## config.mk

```make
export PLATFORM = sky130hd
export DESIGN_NAME = bmh_core
export DESIGN_NICKNAME = d
export VERILOG_FILES = /design/src/sv/bmh_pkg.sv /design/src/sv/bmh_core.sv
export VERILOG_INCLUDE_DIRS = /design/src /design/src/sv
export SDC_FILE = /design/constraint.sdc
export NUM_CORES = 1
export LEC_CHECK = 0
export BUFFER_PORTS_ARGS = -buffer_cell sky130_fd_sc_hd__buf_2
export CAP_MARGIN = 20
export CORE_MARGIN = 1
export CORE_UTILIZATION = 51
export DETAILED_ROUTE_END_ITERATION = 8
export GPL_TIMING_DRIVEN = 1
export PLACE_DENSITY = 0.82
export SYNTH_ARGS = -nofsm -noshare
export SYNTH_HDL_FRONTEND = slang
export SYNTH_SLANG_ARGS = --single-unit
export TNS_END_PERCENT = 20
```

## constraint.sdc

```tcl
create_clock -name clk -period 4.36 [get_ports clk]
set_input_delay 0.436 -clock clk [delete_from_list [all_inputs] [get_ports clk]]
set_output_delay 0.436 -clock clk [all_outputs]
set_load 0.1 [all_outputs]
```

## src/sv/binary_min_heap_priority_queue_macros.svh

```systemverilog
// Assertion macros for the binary min-heap priority queue.
`ifndef BINARY_MIN_HEAP_PRIORITY_QUEUE_MACROS_SVH
`define BINARY_MIN_HEAP_PRIORITY_QUEUE_MACROS_SVH
`ifndef SYNTHESIS
`define BMH_ASSERT(lbl, prop, msg) \
  lbl: assert property (@(posedge clk) disable iff (rst) prop) else $error(msg);
`define BMH_ASSERT_ALWAYS(lbl, prop, msg) \
  lbl: assert property (@(posedge clk) prop) else $error(msg);
`else
`define BMH_ASSERT(lbl, prop, msg)
`define BMH_ASSERT_ALWAYS(lbl, prop, msg)
`endif
`endif

```

## src/sv/bmh_pkg.sv

```systemverilog
// Types and constants shared by the heap queue modules.
package bmh_pkg;
  localparam int DEPTH        = 256;
  localparam int ADDR_BITS    = $clog2(DEPTH);
  localparam int CNT_BITS     = ADDR_BITS + 1;
  localparam int KEY_BITS     = 32;
  localparam int PAYLOAD_BITS = 16;
  localparam int SLOT_BITS    = 8;
  localparam logic [CNT_BITS-1:0] FULL_COUNT = CNT_BITS'(DEPTH);

  typedef enum logic [1:0] {
    CMD_INSERT, CMD_EXTRACT, CMD_CHANGE, CMD_FIND
  } cmd_t;

  typedef enum logic [2:0] {
    ST_OK, ST_EMPTY, ST_FULL, ST_RANGE, ST_NOTFOUND
  } status_t;

  typedef struct packed {
    cmd_t                           command;
    logic signed [KEY_BITS-1:0]     key;
    logic        [PAYLOAD_BITS-1:0] payload;
    logic        [SLOT_BITS-1:0]    slot;
  } in_item_t;

  typedef struct packed {
    status_t                        status;
    logic signed [KEY_BITS-1:0]     out_key;
    logic        [PAYLOAD_BITS-1:0] out_payload;
    logic        [SLOT_BITS-1:0]    found_slot;
  } out_item_t;

  typedef struct packed {
    logic signed [KEY_BITS-1:0]     key;
    logic        [PAYLOAD_BITS-1:0] payload;
  } entry_t;

  localparam int ENTRY_BITS = $bits(entry_t);

  typedef struct packed {
    logic                 rd_en;
    logic [ADDR_BITS-1:0] ra;
    logic [ADDR_BITS-1:0] rb;
    logic                 wr_en;
    logic [ADDR_BITS-1:0] wa;
    entry_t               wd;
  } mem_req_t;
endpackage

```

## src/sv/bmh_core.sv

```systemverilog
// Command sequencer with one shared key comparator; walks the heap in memory.
`include "binary_min_heap_priority_queue_macros.svh"
module bmh_core (
  input  logic                clk,
  input  logic                rst,
  input  logic                in_valid,
  output logic                in_stall,
  input  bmh_pkg::in_item_t   in_item,
  output logic                res_valid,
  input  logic                res_free,
  output bmh_pkg::out_item_t  res,
  output bmh_pkg::mem_req_t   mem,
  input  bmh_pkg::entry_t     qa,
  input  bmh_pkg::entry_t     qb
);
  typedef enum logic [3:0] {
    S_IDLE, S_SU_RD, S_SU_CMP, S_SD_RD, S_SD_L, S_SD_R, S_EX_RD, S_EX_CAP,
    S_CH_RD, S_CH_CMP, S_FD_RD, S_FD_CMP, S_FIN
  } state_t;

  state_t                                  state;
  logic [bmh_pkg::CNT_BITS-1:0]            count;
  logic [bmh_pkg::ADDR_BITS-1:0]           pos;
  logic [bmh_pkg::CNT_BITS-1:0]            idx;
  bmh_pkg::entry_t                         ent;
  bmh_pkg::in_item_t                       req;
  logic                                    best_sel;
  logic signed [bmh_pkg::KEY_BITS-1:0]     best_key;

  logic [bmh_pkg::CNT_BITS-1:0]            lc;
  logic [bmh_pkg::CNT_BITS:0]              rc;
  logic [bmh_pkg::ADDR_BITS-1:0]           parent;
  logic                                    lc_in, rc_in, pos_in;
  logic signed [bmh_pkg::KEY_BITS-1:0]     cmp_a, cmp_b;
  logic                                    lt;
  logic                                    pick_r, best_now;

  assign lc     = {pos, 1'b1};
  assign rc     = {1'b0, pos, 1'b0} + (bmh_pkg::CNT_BITS+1)'(2);
  assign parent = (pos - 1'b1) >> 1;
  assign lc_in  = lc < count;
  assign rc_in  = rc < {1'b0, count};
  assign pos_in = {1'b0, pos} < count;

  // shared comparator: cmp_a < cmp_b, signed
  always_comb begin
    case (state)
      S_SD_L:   begin cmp_a = qa.key; cmp_b = ent.key;  end
      S_SD_R:   begin cmp_a = qb.key; cmp_b = best_key; end
      S_CH_CMP: begin cmp_a = qa.key; cmp_b = req.key;  end
      default:  begin cmp_a = ent.key; cmp_b = qa.key;  end
    endcase
  end
  assign lt = cmp_a < cmp_b;

  assign pick_r   = rc_in && lt;
  assign best_now = best_sel || pick_r;

  always_comb begin
    mem = '0;
    unique case (state)
      S_SU_RD: begin
        if (pos == '0) begin
          mem.wr_en = 1'b1;
          mem.wd    = ent;
        end else begin
          mem.rd_en = 1'b1;
          mem.ra    = parent;
        end
      end
      S_SU_CMP: begin
        mem.wr_en = 1'b1;
        mem.wa    = pos;
        mem.wd    = lt ? qa : ent;
      end
      S_SD_RD: begin
        mem.ra = lc[bmh_pkg::ADDR_BITS-1:0];
        mem.rb = rc[bmh_pkg::ADDR_BITS-1:0];
        mem.rd_en = lc_in;
        mem.wr_en = !lc_in && pos_in;
        mem.wa    = pos;
        mem.wd    = ent;
      end
      S_SD_L: begin
        mem.ra = lc[bmh_pkg::ADDR_BITS-1:0];
        mem.rb = rc[bmh_pkg::ADDR_BITS-1:0];
      end
      S_SD_R: begin
        mem.wr_en = 1'b1;
        mem.wa    = pos;
        mem.wd    = pick_r ? qb : (best_sel ? qa : ent);
      end
      S_EX_RD: begin
        mem.rd_en = 1'b1;
        mem.rb    = bmh_pkg::ADDR_BITS'(count - 1'b1);
      end
      S_CH_RD: begin
        mem.rd_en = 1'b1;
        mem.ra    = req.slot;
      end
      S_FD_RD: begin
        mem.rd_en = idx < count;
        mem.ra    = idx[bmh_pkg::ADDR_BITS-1:0];
      end
      default: begin
      end
    endcase
  end

  assign in_stall  = state != S_IDLE;
  assign res_valid = (state == S_FIN) && res_free;

  always_ff @(posedge clk) begin
    if (rst) begin
      state <= S_IDLE;
      count <= '0;
    end else begin
      unique case (state)
        S_IDLE: begin
          if (in_valid) begin
            req <= in_item;
            unique case (in_item.command)
              bmh_pkg::CMD_INSERT: begin
                if (count == bmh_pkg::FULL_COUNT) begin
                  res   <= '{status: bmh_pkg::ST_FULL, out_key: '0,
                             out_payload: '0, found_slot: '0};
                  state <= S_FIN;
                end else begin
                  res   <= '0;
                  ent   <= '{key: in_item.key, payload: in_item.payload};
                  pos   <= count[bmh_pkg::ADDR_BITS-1:0];
                  count <= count + 1'b1;
                  state <= S_SU_RD;
                end
              end
              bmh_pkg::CMD_EXTRACT: begin
                if (count == '0) begin
                  res   <= '{status: bmh_pkg::ST_EMPTY, out_key: '0,
                             out_payload: '0, found_slot: '0};
                  state <= S_FIN;
                end else begin
                  res   <= '0;
                  state <= S_EX_RD;
                end
              end
              bmh_pkg::CMD_CHANGE: begin
                if (bmh_pkg::CNT_BITS'(in_item.slot) >= count) begin
                  res   <= '{status: bmh_pkg::ST_RANGE, out_key: '0,
                             out_payload: '0, found_slot: '0};
                  state <= S_FIN;
                end else begin
                  res   <= '0;
                  state <= S_CH_RD;
                end
              end
              default: begin
                res   <= '0;
                idx   <= '0;
                state <= S_FD_RD;
              end
            endcase
          end
        end
        S_SU_RD:  state <= (pos == '0) ? S_FIN : S_SU_CMP;
        S_SU_CMP: begin
          if (lt) begin
            pos   <= parent;
            state <= S_SU_RD;
          end else begin
            state <= S_FIN;
          end
        end
        S_SD_RD:  state <= lc_in ? S_SD_L : S_FIN;
        S_SD_L: begin
          best_sel <= lt;
          best_key <= lt ? qa.key : ent.key;
          state    <= S_SD_R;
        end
        S_SD_R: begin
          if (best_now) begin
            pos   <= pick_r ? rc[bmh_pkg::ADDR_BITS-1:0] : lc[bmh_pkg::ADDR_BITS-1:0];
            state <= S_SD_RD;
          end else begin
            state <= S_FIN;
          end
        end
        S_EX_RD:  state <= S_EX_CAP;
        S_EX_CAP: begin
          res   <= '{status: bmh_pkg::ST_OK, out_key: qa.key,
                     out_payload: qa.payload, found_slot: '0};
          ent   <= qb;
          count <= count - 1'b1;
          pos   <= '0;
          state <= S_SD_RD;
        end
        S_CH_RD:  state <= S_CH_CMP;
        S_CH_CMP: begin
          ent <= '{key: req.key, payload: qa.payload};
          pos <= req.slot;
          // an unchanged key stops at once in sift-up
          state <= lt ? S_SD_RD : S_SU_RD;
        end
        S_FD_RD: begin
          if (idx < count) begin
            state <= S_FD_CMP;
          end else begin
            res.status <= bmh_pkg::ST_NOTFOUND;
            state      <= S_FIN;
          end
        end
        S_FD_CMP: begin
          if (qa.payload == req.payload) begin
            res.found_slot <= idx[bmh_pkg::SLOT_BITS-1:0];
            state          <= S_FIN;
          end else begin
            idx   <= idx + 1'b1;
            state <= S_FD_RD;
          end
        end
        S_FIN: begin
          if (res_free) begin
            state <= S_IDLE;
          end
        end
        default: state <= S_IDLE;
      endcase
    end
  end

  `BMH_ASSERT_ALWAYS(a_reset_idle, rst |=> (state == S_IDLE && count == '0), "reset not idle")
  `BMH_ASSERT(a_count_range, count <= bmh_pkg::FULL_COUNT, "heap count above depth")
  `BMH_ASSERT(a_wr_in_heap, mem.wr_en |-> ({1'b0, mem.wa} < count), "write beyond heap end")
  `BMH_ASSERT(a_ex_dec, (state == S_EX_CAP) |=> (count == $past(count) - 1'b1), "extract count")
  `BMH_ASSERT(a_res_idle, res_valid |=> (state == S_IDLE), "result beat not followed by idle")
endmodule

```

==> results of run 1 <==
## worst paths after layout
check | startpoint | end | slack (ns) | depth (start not counted)
max | state[2]$_SDFFE_PP0P_ | mem[17] | -0.89 | 24
min | in_item[50] | req[50]$_DFFE_PP_ | 0.06 | 1
max reg2reg | state[2]$_SDFFE_PP0P_ | pos[7]$_DFFE_PP_ | 0.10 | 23
min reg2reg | req[38]$_DFFE_PP_ | ent[30]$_DFFE_PP_ | 0.59 | 2
## cells by family (layout without fill, tap and decap cells)
family | count (synthesis) | count (layout) | share of synthesized area, %
xor gates and xnor gates | 52 | 52 | 3.08
and+or+nand+nor | 505 | 505 | 15.8
buffers and inverters | 131 | 514 | 3.75
adders and majority gates | 75 | 75 | 6.35
DFF | 226 | 226 | 45.0
muxes | 83 | 83 | 5.90
other | 0 | 5 | 0
AOI/OAI and AO/OA | 396 | 396 | 20.1
## critical path, delay by kind of cell (launching register included)
kind | cells | cell delay, ns
buffers and inverters | 9 | 1.34
AOI/OAI and AO/OA | 7 | 1.31
and+or+nand+nor | 7 | 0.98
DFF | 1 | 0.36
adders and majority gates | 1 | 0.21
## power groups by stage
stage | logic (mW) | registers [mW] | clock network (mW)
final | 11.6 | 3.20 | 2.41
after CTS | 10.5 | 3.19 | 2.39
after global routing | 12.1 | 3.23 | 2.48
after global placement | 9.65 | 3.20 | 0
after floorplan | 6.11 | 3.93 | 0
after detailed placement | 9.80 | 3.22 | 0
## what timing repair did
| item | 4_1_cts | 5_1_grt |
|---|---|---|
| setup endpoints to repair | 89 | 96 |
| gates resized for setup | 77 | 109 |
| pin swaps | 31 | 35 |
| cloned | 5 | 5 |
| setup buffers | 22 | 11 |
## synth_stat cells (4+ instances only)
master	instances	area share [%]
o21ai_1	6	0.20
a211oi_1	56	2.8
dfxtp_1	13	1.8
ha_1	75	6.3
mux2_2	33	2.5
nor2b_1	6	0.25
nand2_1	217	5.5
nor2_1	111	2.8
xnor2_1	26	1.5
nand4_1	15	0.63
clkbuf_1	76	1.9
a221o_1	50	3.4
o21a_1	4	0.20
o21ai_0	49	1.7
o211ai_1	6	0.30
a21boi_0	24	1.2
nand2b_1	13	0.55
a22oi_1	91	4.6
nand3_1	21	0.71
inv_1	21	0.53
a21o_1	4	0.20
mux2i_1	50	3.4
nor4_1	16	0.68
buf_4	4	0.20
buf_1	7	0.18
buf_2	20	0.68
edfxtp_1	213	43
a31oi_1	7	0.30
nor3_1	17	0.58
a222oi_1	30	2.0
xor2_1	26	1.5
and2_1	65	2.8
a21oi_1	39	1.3
## cell type report
type,instances,area share (%)
multi-input cells,1111,41.4
flip-flops and latches,226,32.6
repair buffers,447,18.8
clock buffers,27,3.09
well taps,378,2.31
clock inverters,19,1.39
inverters,21,0.385
diodes,5,0.0611
## routing by layer
metal	routed length, µm	vias to the layer above	part of all wire, %	track usage, %
met4	2620	2	4.8	16.0
met2	25900	1121	47	56.9
met1	20300	7093	37	43.9
li1	-	6370	-	-
met3	5950	207	11	6.84
met5	10	-	0.018	0
## through the flow
step                      cell area [µm²]  worst slack [ns]  setup TNS (ns)  hold slack, ns
after global placement              18400            -0.184           -8.36           0.556
after global routing                20500             -1.08          -49.31          0.0522
after detailed placement            18400            -0.342          -18.78           0.564
final                               20500            -0.887          -39.38          0.0606
after CTS                           19800            -0.751          -34.87          0.0509
after floorplan                     15100            -0.224           -1.81           0.505
## state kept, by name, indices dropped and copies added, names as in the netlist
register and cells:
res 59, req 56, ent 48, best_key 32, count 9, idx 9
pos 8, state 4, best_sel 1
==> impl_results.md, run 1 <==
* Max-Cap Viols at 0
* Per-cell routed wire length at 24.5 µm
* Syn_area_per_cell at 10.1 µm²
* Clk pin slew, worst setup/hold paths at 0.07 ns
* Post-Route Utilization at 72.7%
* Switching share of power at 50.0%
* Max Root-Sink Buffers at 3
* Critical-path top delay cell: a211o_4
* Worst Skew at 0.0137 ns
* Comb pwr share at 67.5%
* Total CTS buffers at 25
* GPL Wtd Cong at 1.03
* Final setup vio count at 48
* Int Power at 8.62 mW
* Flop pwr share at 18.6%
* Final Critical Period at 5.25 ns
* Fin nets at 2065
* H-Tree Depth at 1
* Slew @ Worst Pin at 1.15 ns
* Finished Layout Cells at 2234
* Fmax at 191 MHz
* Row cnt at 61
* Final Cycle Share at 120%
* Post-synth EDFFs at 213
* Final ANT Viol Nets at 0
* Setup crit end kind: primary output
* Final setup margin at -0.887 ns
* Switch Pwr at 8.62 mW
* Static Leak at 8.23 nW
* Max rail drop VDD at 0.609 mV
* Critical path type: reg -> out
* Top FF cell, synth: edfxtp_1
* Drt pass-1 iters at 7
* Critical path startpoint category: flip-flop
* Vias per cell at 6.62
* Outcome: finished, violations left
* Synth Register Bits at 226
* Total power at 17.2 mW
* Synth Instances at 1468
* Fill cells at 1858
* Syn Nets at 1701
* Area of the multi-input gates at 8480 µm²
* Asr flop ratio synth at 0%
* Final Hold Viols at 0
* DRT iter0 DRCs at 2000
* Most common cell after layout, fill and taps aside: buf_2
* Clk_lat worst skew at 0.56 ns
* Mapped cell area at 14800 µm²
* Initial antenna violation count at 5
* Largest net degree at the start of global routing at 49
* Final wirelength at 54800 µm
* Core area at 28200 µm²
* Clk sinks at 226
* Clock power frac at 14.0%
* Die Wd at 172 µm
* Hold bufs inserted after CTS at 0
* Die height at 172 µm
* Detailed Place HPWL at 35300 µm
* DR vias at 14793
* Placed cells at 2142
* Hold Crit Class: in -> reg
* WP data required at 3.92 ns
* Rel. slew slack at 23.0%
* First-pass GRT wire length at 78600 µm
* DRC at 0
* GR Overflow Total at 0
* Slowest stage delay, CP at 0.38 ns
* Most frequent cells in the layout: 243 x buf_2, 213 x nand2_1, 213 x edfxtp_1
* I/O Buffers at 292
* Clock Tree Root: clkbuf_16
* Synth warn at 0
* Vias in the first global route at 14273
* DIE AREA at 29700 µm²
* Global Route Usage Sum at 34.6%
* IO Pins at 293
* Area delta synth->final at 38.5%
* Power per cell area at 841 nW/µm²
* Initial Util at 52.5%
* Yosys cell types at 66
* CTS tree: yes
* Failing checks: setup timing
* Fraction of layout cells with a size suffix above 1 at 36.8%
* RSZ-0062 raised after global routing: yes
* Crit-path cells: nor4b_4, buf_4, or2_4, buf_8, buf_6, nand2_1, o21ai_0, nand2_1, o21ai_1, ha_2, a211o_4, a2111oi_4, buf_4, o32ai_4, buf_6, nor4_4, nor3_4, buf_6, buf_12, buf_12, nor2_4, a211oi_2, a221o_4, buf_12
* Fin. max-slew vios at 0
* WP data arrival at 4.81 ns
* Sequential area share after synthesis at 45.0%
* Register area at 6670 µm²
* CP max FO at 8
Power figures use the tool's default switching activity.
==> run 2: changes to the inputs <==
ABC_CLOCK_PERIOD_IN_PS = 4360   (was not set)
CORE_UTILIZATION = 50   (was 51)
PLACE_DENSITY = 0.8   (was 0.82)
RECOVER_POWER = 100   (was not set)
==> impl_results.md, run 2 (synthesized netlist as in run 1, its figures left out) <==
* Critical-path top delay cell: a222oi_1
* GR Overflow Total at 0 (unchanged)
* Die Wd at 174 µm (+0.98%)
* Hold Path End: req[19]$_DFFE_PP_
* Hold path start: in_item[19]
* Clk_lat worst skew at 0.56 ns (about the same)
* Crit-path cells: nor4bb_4, buf_4, buf_6, buf_6, buf_4, a222oi_1, a21boi_0, ha_2, a211o_4, a2111oi_4, buf_4, o32ai_4, buf_6, nor4_4, nor3_4, buf_6, buf_12, nor2_1, a211oi_2, a221o_2, buf_12
* Power per cell area at 847 nW/µm² (+0.71%)
* Fin. max-slew vios at 26 (+26)
* DIE AREA at 30300 µm² (+2.0%)
* Comb pwr share at 68.2% (+0.7 points)
* DRC at 0 (unchanged)
* DRT iter0 DRCs at 2123 (+6.2%)
* Critical path startpoint category: flip-flop
* Fill cells at 1946 (+4.7%)
* Final setup margin at -1.18 ns (-0.289 ns)
* Detailed Place HPWL at 35800 µm (+1.4%)
* Clk sinks at 226 (unchanged)
* CTS tree: yes
* Largest register FFs at 59 (unchanged)
* Vias per cell at 6.66 (+0.59%)
* Clock Tree Root: clkbuf_16
* Flop pwr share at 18.6% (about the same)
* H-Tree Depth at 1 (unchanged)
* Max-Cap Viols at 1 (+1)
* Final Hold Viols at 0 (unchanged)
* Worst flop-to-flop path startpoint: state[3]$_SDFFE_PP0P_
* Final Cycle Share at 127% (+6.6 points)
* Setup TNS at -57.25 ns (-17.86 ns)
* Failing checks: capacitance limit, slew limit, setup timing
* Critical path type: reg -> out
* CP top delay family: compound AO/OA/AOI/OAI gates
* Area delta synth->final at 38.3%
* I/O Buffers at 292 (unchanged)
* Vias in the first global route at 14251 (-0.15%)
* FF-to-FF path depth at 23 (unchanged)
* Int Power at 8.59 mW (-0.34%)
* Most frequent cells in the layout: 213 x edfxtp_1, 206 x nand2_1, 147 x buf_2
* Final wirelength at 57000 µm (+4.0%)
* Max rail drop VDD at 0.834 mV (+37%)
* WP data required at 3.92 ns (about the same)
* Initial antenna violation count at 10 (+5)
* Worst path buffer plus inverter count at 9 (unchanged)
* Capturing point of the worst reg2reg path: pos[6]$_DFFE_PP_
* GPL Wtd Cong at 0.993 (-3.2%)
* Final setup vio count at 89 (+85%)
* Max Root-Sink Buffers at 3 (unchanged)
* Largest regs: res x59, req x56, ent x48
* Global Route Usage Sum at 34.1% (-0.50 points)
* Rel. slew slack at -41.4% (-64 points)
* Slew @ Worst Pin at 2.11 ns (+0.967 ns)
* Clock power frac at 13.2% (-0.8 points)
* Per-cell routed wire length at 25.3 µm (+3.3%)
* Final ANT Viol Nets at 0 (unchanged)
* Fmax at 181 MHz (-5.2%)
* Top reg by flops: res
* Fin nets at 2073 (+0.39%)
* Setup crit end kind: primary output
* Most common cell after layout, fill and taps aside: edfxtp_1
* Largest net degree at the start of global routing at 49 (unchanged)
* Total CTS buffers at 26 (+4.0%)
* Fraction of layout cells with a size suffix above 1 at 31.3% (-5.4 points)
* Final Critical Period at 5.54 ns (+0.289 ns)
* Slowest stage delay, CP at 0.41 ns (+0.03 ns)
* Hold path depth at 1 (unchanged)
* Outcome: finished, violations left
* Switching share of power at 50.4% (+0.44 points)
* Switch Pwr at 8.74 mW (+1.4%)
* Initial Util at 51.1% (-1.4 points)
* Static Leak at 8.00 nW (-2.7%)
* Core area at 28900 µm² (+2.7%)
* Hold Crit Class: in -> reg
* DR vias at 14987 (+1.3%)
* First-pass GRT wire length at 80700 µm (+2.7%)
* Row cnt at 62 (+1.6%)
* WP data arrival at 5.10 ns (+0.29 ns)
* Die height at 174 µm (+0.98%)
* Worst Skew at 0.0325 ns (+0.0188 ns)
* Top cell by count, worst path: buf_6
* R2R Setup Slk at -0.37 ns (-0.47 ns)
* Setup WS pre-CTS at -0.438 ns (-0.0950 ns)
* Drt pass-1 iters at 7 (unchanged)
* CP max FO at 9 (+1)
* RSZ-0062 raised after global routing: yes
* Clk pin slew, worst setup/hold paths at 0.07 ns (about the same)
* IO Pins at 293 (unchanged)
* Hold bufs inserted after CTS at 0 (unchanged)
-- run 2: cell count changes in the layout (fill, tap and decap cells not counted), moves of 5 or more --
cell,delta
clkinv_2,+5
nand2_2,+7
clkbuf_1,+97
nand2_1,-7
buf_12,+7
nor2_4,-12
nor2_1,+16
buf_2,-96
a22oi_2,-6
a22oi_1,+6
-- run 2: worst register-to-register path, delay by kind of cell, from the launching register on --
family                     cells  cell delay, ns
AOI/OAI and AO/OA              7            1.56
adders and majority gates      1            0.26
buffers and inverters         11            1.63
DFF                            1            0.36
and+or+nand+nor                4            0.63
-- run 2: worst max path at each step --
stage	start	end	cells past startpoint
2_1_floorplan	count[1]$_SDFFE_PP0P_	mem[56]	10
3_3_place_gp	state[2]$_SDFFE_PP0P_	mem[22]	18
3_5_place_dp	state[0]$_SDFFE_PP0P_	mem[26]	21
4_1_cts	state[0]$_SDFFE_PP0P_	mem[18]	22
5_1_grt	state[3]$_SDFFE_PP0P_	mem[1]	22
6_report	state[3]$_SDFFE_PP0P_	mem[21]	21
-- run 2: area by class of cell --
class	count	area [µm²]	area share (%)
Inverter	21	78.8	0.385
Antenna cell	6	15.0	0.0734
Clock inverter	18	196	0.961
Clock buffer	30	676	3.30
Sequential cell	226	6670	32.6
Timing Repair Buffer	454	3920	19.2
Multi-Input combinational cell	1111	8410	41.1
Tap cell	384	480	2.35
-- run 2: metrics by stage --
step,area [µm²],cells,utilization (%),total power [mW],hold WS [ns]
final,20500,2250,70.7,17.3,0.0575
after global routing,20400,2249,70.7,17.8,0.0540
after CTS,19900,2223,68.7,15.9,0.0528
after detailed placement,18400,2146,63.6,13.0,0.571
after global placement,18400,2145,63.5,12.8,0.557
after floorplan,15100,1468,-,10.0,0.505
-- run 2: repair_timing --
item	in CTS	in global routing
gates cloned	8	6
buffers inserted	21	18
pin swaps	18	44
gates resized for setup	63	108
endpoints found under the hold margin	0	0
endpoints found under the setup margin	60	66
-- run 2: layer usage --
layer,share of wire (%),GRT usage [%],wire (µm)
met4,5.6,15.6,3210
met3,12,6.45,6690
met1,36,44.0,20700
met5,0.089,0,51
met2,46,55.6,26300
-- run 2: power groups by stage --
stage                     Sequential (mW)  Clock [mW]  Combinational, mW
after detailed placement             3.23           0               9.77
after global routing                 3.24        2.37               12.2
after floorplan                      3.93           0               6.11
after global placement               3.21           0               9.58
after CTS                            3.19        2.27               10.4
final                                3.22        2.29               11.8
